## src/rtl/core/prq_pkg.sv

```systemverilog
package prq_pkg;

  // Fixed field widths
  localparam int TASK_W = 4;
  localparam int PRIO_W = 4;

  // Operation codes
  localparam logic OP_PUT = 1'b0;
  localparam logic OP_GET = 1'b1;

  // Contents of one queue slot
  typedef struct packed {
    logic              valid;
    logic [TASK_W-1:0] task_id;
    logic [PRIO_W-1:0] prio;
  } slot_t;

  // Command broadcast to every cell in the chain
  typedef struct packed {
    logic              put;
    logic              get;
    logic              preempted;
    logic [TASK_W-1:0] task_id;
    logic [PRIO_W-1:0] prio;
  } cmd_t;

endpackage

```

## src/rtl/core/prq_cell.sv

```systemverilog
module prq_cell
  import prq_pkg::*;
(
  input  logic  clk,
  input  logic  rst,
  input  cmd_t  cmd,
  input  slot_t left_slot,
  input  logic  left_behind,
  input  slot_t right_slot,
  output slot_t slot,
  output logic  behind
);

  slot_t slot_next;

  // New entry stays behind this slot: strictly higher, or equal when newly activated
  always_comb begin
    if (cmd.preempted) begin
      behind = slot.valid && (slot.prio > cmd.prio);
    end else begin
      behind = slot.valid && (slot.prio >= cmd.prio);
    end
  end

  // Insert shifts towards the tail, get shifts towards the head
  always_comb begin
    slot_next = slot;
    if (cmd.get) begin
      slot_next = right_slot;
    end else if (cmd.put && !behind) begin
      if (left_behind) begin
        slot_next.valid   = 1'b1;
        slot_next.task_id = cmd.task_id;
        slot_next.prio    = cmd.prio;
      end else begin
        slot_next = left_slot;
      end
    end
  end

  // Slot register, cleared to an empty zero entry under reset
  always_ff @(posedge clk) begin
    if (rst) begin
      slot <= '0;
    end else begin
      slot <= slot_next;
    end
  end

endmodule

```

## src/rtl/core/priority_ready_queue.sv

```systemverilog
// A result strobes on done in the cycle after the transaction is taken.
// Throughput: one put or get per cycle; busy stays low, as every cell of the
// slot chain applies its insert or shift directly to its slot register.
// Reset: synchronous rst empties the queue (all slot valid bits cleared).
// The receiver cannot stall: each result is shown for exactly one cycle.
module priority_ready_queue
  import prq_pkg::*;
#(
  parameter int TASKS           = 16,
  parameter int PRIORITY_LEVELS = 16
) (
  input  logic              clk,
  input  logic              rst,
  input  logic              start,
  output logic              busy,
  input  logic              operation,
  input  logic [TASK_W-1:0] task_id,
  input  logic [PRIO_W-1:0] priority_req,
  input  logic              preempted,
  output logic              done,
  output logic              found,
  output logic [TASK_W-1:0] out_task,
  output logic [PRIO_W-1:0] out_priority,
  output logic              full_error
);

  localparam int CMP_W = 9;
  localparam logic [CMP_W-1:0] PRIO_MAX = CMP_W'(PRIORITY_LEVELS - 1);

  slot_t            slots [TASKS];
  logic [TASKS-1:0] behind;
  cmd_t             cmd;
  logic             full;
  logic             empty;
  logic [PRIO_W-1:0] prio_sat;

  assign busy  = 1'b0;
  assign full  = slots[TASKS-1].valid;
  assign empty = !slots[0].valid;

  // Saturate priority to the configured levels
  always_comb begin
    if (CMP_W'(priority_req) > PRIO_MAX) begin
      prio_sat = PRIO_MAX[PRIO_W-1:0];
    end else begin
      prio_sat = priority_req;
    end
  end

  // Broadcast command; dropped puts and empty gets leave the chain alone
  always_comb begin
    cmd.put       = start && (operation == OP_PUT) && !full;
    cmd.get       = start && (operation == OP_GET) && !empty;
    cmd.preempted = preempted;
    cmd.task_id   = task_id;
    cmd.prio      = prio_sat;
  end

  // Chain of slot cells, slot 0 is the head
  for (genvar i = 0; i < TASKS; i++) begin : g_cell
    slot_t left_s;
    slot_t right_s;
    logic  left_b;

    if (i == 0) begin : g_head
      assign left_s = '0;
      assign left_b = 1'b1;
    end else begin : g_mid
      assign left_s = slots[i-1];
      assign left_b = behind[i-1];
    end

    if (i == TASKS - 1) begin : g_tail
      assign right_s = '0;
    end else begin : g_body
      assign right_s = slots[i+1];
    end

    prq_cell u_cell (
      .clk        (clk),
      .rst        (rst),
      .cmd        (cmd),
      .left_slot  (left_s),
      .left_behind(left_b),
      .right_slot (right_s),
      .slot       (slots[i]),
      .behind     (behind[i])
    );
  end

  // Result register
  always_ff @(posedge clk) begin
    if (rst) begin
      done         <= 1'b0;
      found        <= 1'b0;
      out_task     <= '0;
      out_priority <= '0;
      full_error   <= 1'b0;
    end else begin
      done         <= start;
      found        <= cmd.get;
      out_task     <= cmd.get ? slots[0].task_id : '0;
      out_priority <= cmd.get ? slots[0].prio : '0;
      full_error   <= start && (operation == OP_PUT) && full;
    end
  end

  // Checks
  a_done_follows_start : assert property (@(posedge clk) disable iff (rst)
    done |-> $past(start))
    else $error("done without a transaction");

  a_found_only_on_get : assert property (@(posedge clk) disable iff (rst)
    found |-> ($past(operation) == OP_GET) && $past(slots[0].valid))
    else $error("found without a valid head");

  a_full_only_on_put : assert property (@(posedge clk) disable iff (rst)
    full_error |-> ($past(operation) == OP_PUT) && $past(full))
    else $error("full_error without a full queue");

  a_head_ordered : assert property (@(posedge clk) disable iff (rst)
    (TASKS > 1) && slots[1].valid |-> slots[0].valid && (slots[0].prio >= slots[1].prio))
    else $error("head slots out of priority order");

endmodule
```

## config.mk

```make
export PLATFORM = sky130hd
export DESIGN_NAME = priority_ready_queue
export DESIGN_NICKNAME = d
export VERILOG_FILES = /design/src/rtl/core/prq_pkg.sv /design/src/rtl/core/prq_cell.sv /design/src/rtl/core/priority_ready_queue.sv
export SDC_FILE = /design/constraint.sdc
export NUM_CORES = 1
export LEC_CHECK = 0
export BUFFER_PORTS_ARGS = -buffer_cell sky130_fd_sc_hd__buf_2
export CORE_ASPECT_RATIO = 2
export CORE_MARGIN = 4
export CORE_UTILIZATION = 47
export CTS_CLUSTER_DIAMETER = 60
export CTS_CLUSTER_SIZE = 8
export DETAILED_ROUTE_END_ITERATION = 8
export GPL_TIMING_DRIVEN = 0
export PLACE_DENSITY = 0.68
export REMOVE_ABC_BUFFERS = 1
export SLEW_MARGIN = 0
export SYNTH_ARGS = -nofsm -noshare
export SYNTH_HDL_FRONTEND = slang
export SYNTH_SLANG_ARGS = --single-unit
```

## constraint.sdc

```tcl
create_clock -name clk -period 2.4 [get_ports clk]
set_input_delay 0.12 -clock clk [delete_from_list [all_inputs] [get_ports clk]]
set_output_delay 0.12 -clock clk [all_outputs]
set_load 0.02 [all_outputs]
```

==> flow_metrics.env <==
export IMPL_fin_tns_setup_ns=0
export IMPL_cellPowerDensity_nw_per_um2=556
export IMPL_outcome="completed"
export IMPL_ys_types=64
export IMPL_fp_dieArea_um2=23400
export IMPL_grt_total_usage_pct=28.8
export IMPL_core_area_um2=20600
export IMPL_max_cap_violations=0
export IMPL_setup_viols_final=0
export IMPL_path_clk_slew_ns=0.07
export IMPL_synth_edf_count=0
export IMPL_numCtsBuffers=17
export IMPL_clock_sink_count=155
export IMPL_slew_violations=0
export IMPL_post_synth_most_frequent_cells="sky130_fd_sc_hd__dfxtp_1 (155), sky130_fd_sc_hd__nor2_1 (136), sky130_fd_sc_hd__nand4_1 (87)"
export IMPL_tritoncts="built"
export IMPL_fin_total_pwr_w=0.00629
export IMPL_timing_critical_path_required_ns=2.70
export IMPL_end_kind="flip-flop"
export IMPL_postLayoutCoreUtil_pct=55.0
export IMPL_finClkSkew_ns=0.00819
export IMPL_timing_final_crit_period_ns=2.36
export IMPL_root_buffer="sky130_fd_sc_hd__clkbuf_16"
export IMPL_syn_inst=1138
export IMPL_max_clock_path_buffers=2
export IMPL_ctsHoldBuffers=0
export IMPL_min_path_type="input port to flip-flop"
export IMPL_post_route_drc_count=0
export IMPL_clkLatencyLatePin_ns=0.44
export IMPL_final_net_count=1211
export IMPL_start_util_pct=47.8
export IMPL_postSynthAreaPerCell_um2=8.64
export IMPL_first_global_vias=9206
export IMPL_pin_count_of_the_biggest_net_entering_global_routing=79
export IMPL_drt_antenna_violating_nets=0
export IMPL_port_buffer_count=23
export IMPL_wire_per_inst_um=23.6
export IMPL_n_antenna_cell=0
export IMPL_synth_top_area_share_pct=31.6
export IMPL_post_dp_hpwl_mm=21.9
export IMPL_ys_async_sr_fraction_pct=0
export IMPL_critical_path_peak_fanout=9
export IMPL_die_height_um=213
export IMPL_most_frequently_used_cell_type_in_the_post_synthesis_netlist="sky130_fd_sc_hd__dfxtp_1"
export IMPL_vias=9506
export IMPL_mapped_area_um2=9830
export IMPL_routability_driven_placement_congestion_ratio=0.919
export IMPL_syn_to_final_growth_pct=15.0
export IMPL_total_congestion_overflow=0
export IMPL_cell_taking_the_most_area_after_synthesis="sky130_fd_sc_hd__dfxtp_1"
export IMPL_layout_drive_gt1_share_pct=18.8
export IMPL_number_of_h_tree_levels=4
export IMPL_ys_seq_elements=155
export IMPL_ys_seq_area_share_pct=31.6
export IMPL_timing_fmax_mhz=424
export IMPL_power_leakage_nw=4.13
export IMPL_timing_hold_ws_ns=0.0724
export IMPL_hold_viol=0
export IMPL_synth_area_leaders="sky130_fd_sc_hd__dfxtp_1 (32%), sky130_fd_sc_hd__ha_1 (7.6%), sky130_fd_sc_hd__mux2i_1 (6.0%)"
export IMPL_die_width_um=110
export IMPL_antenna_found_initial=0
export IMPL_boundaryPins=25
export IMPL_yosys_warnings=0
export IMPL_grt_pass1_wl_mm=51.4
export IMPL_routed_wirelength_mm=33.4
export IMPL_irDropWorstVdd_mv=0.477
export IMPL_final_period_utilization_pct=98.3
export IMPL_worst_setup_sp_type="input port"
export IMPL_cp_data_arrival_time_ns=2.66
export IMPL_post_dr_vias_cell=6.71
export IMPL_max_slew_margin_pct=18.7
export IMPL_rsz0062_at_grt="yes"
export IMPL_drt_initial_drc_count=752
export IMPL_tightest_slew_ns=1.21
export IMPL_fp_row_count=74
export IMPL_crit_type="input port to flip-flop"
export IMPL_drt_pass1_iterations=5
export IMPL_synthFlopType="sky130_fd_sc_hd__dfxtp_1"
-- state kept, by name, indices dropped and copies added (netlist names) --
register            count
g_cell.u_cell.slot    144
done                    1
out_task                4
out_priority            4
found                   1
full_error              1
-- worst paths after layout --
check                                               from                                endpoint  slack, ns  cells past startpoint
hold reg to reg   g_cell[15].u_cell.slot[4]$_SDFFE_PP0P_  g_cell[14].u_cell.slot[4]$_SDFFE_PP0P_       0.46                      2
setup reg to reg   g_cell[1].u_cell.slot[0]$_SDFFE_PP0P_   g_cell[2].u_cell.slot[0]$_SDFFE_PP0P_       0.06                      8
hold / removal                                     start                         done$_SDFF_PP0_       0.07                      2
setup / recovery                         priority_req[2]   g_cell[8].u_cell.slot[5]$_SDFFE_PP0P_       0.04                      9
-- routing by layer --
layer  vias up  track usage, %  part of all wire (%)
met2       433            49.0                    52
met3       149            5.32                   6.0
met5         -               0                     0
met1      4536            29.9                    33
met4         0            23.7                   9.3
li1       4388               -                     -
-- critical path: stages --
cell and delay (ns):
sky130_fd_sc_hd__buf_2 0.29, sky130_fd_sc_hd__clkinvlp_4 0.31, sky130_fd_sc_hd__buf_4 0.24, sky130_fd_sc_hd__ha_1 0.31
sky130_fd_sc_hd__nand3_1 0.08, sky130_fd_sc_hd__o21ai_0 0.13, sky130_fd_sc_hd__nor3_2 0.76, sky130_fd_sc_hd__mux2i_1 0.28
sky130_fd_sc_hd__o221ai_1 0.11
-- logic make-up after synthesis --
group | after synthesis | synth area share, %
AOI/OAI and AO/OA | 296 | 25.0
adders and majority gates | 60 | 7.63
buffers and inverters | 140 | 5.79
DFF | 155 | 31.6
muxes | 91 | 9.67
other | 1 | 0.0381
and+or+nand+nor | 395 | 20.3
-- placed cells by master (no fill, tap or decap), types with 10 or more instances in the layout --
cell type	instances
sky130_fd_sc_hd__a211o_1	10
sky130_fd_sc_hd__nand2_1	72
sky130_fd_sc_hd__buf_4	27
sky130_fd_sc_hd__nand4_1	87
sky130_fd_sc_hd__nand3_1	29
sky130_fd_sc_hd__nor2_1	126
sky130_fd_sc_hd__o21a_1	23
sky130_fd_sc_hd__mux2i_1	58
sky130_fd_sc_hd__a21oi_1	28
sky130_fd_sc_hd__clkbuf_16	17
sky130_fd_sc_hd__inv_1	51
sky130_fd_sc_hd__mux2_2	32
sky130_fd_sc_hd__ha_1	59
sky130_fd_sc_hd__o41ai_2	17
sky130_fd_sc_hd__a32o_1	11
sky130_fd_sc_hd__buf_2	22
sky130_fd_sc_hd__o41ai_1	36
sky130_fd_sc_hd__and3_1	18
sky130_fd_sc_hd__o221ai_1	32
sky130_fd_sc_hd__o31ai_1	30
sky130_fd_sc_hd__dfxtp_1	152
sky130_fd_sc_hd__o21ai_0	26
-- metrics by stage --
stage	instances	setup slack (ns)	instance area, um^2
6_report	1417	0.0419	11300
3_5_place_dp	1351	-0.965	10100
3_3_place_gp	1343	-7.54	9920
5_1_grt	1417	-0.0794	11300
2_1_floorplan	1054	-3.93	9470
4_1_cts	1401	0.00783	11000
-- where the power goes --
group          switching (W)  internal (W)  leakage, nW
combinational       0.000588      0.000297         2.59
clock                0.00118       0.00155        0.286
sequential         0.0000510       0.00262         1.25
total                0.00182       0.00447         4.13
-- repair_timing --
item | in CTS | in global routing
buffers inserted | 16 | 13
pin swaps | 6 | 10
setup endpoints to repair | 128 | 119
cloned | 2 | 3
resized for setup | 17 | 45
hold endpoints to repair | 0 | 0
-- layout make-up --
type	count	area [um^2]
fillers	1851	9250
multi-input cells	848	6510
flip-flops and latches	155	3110
repair buffers	60	546
clock buffers	17	425
well taps	266	333
inverters	56	223
clock inverters	15	163
(Power assumes the default switching activity.)
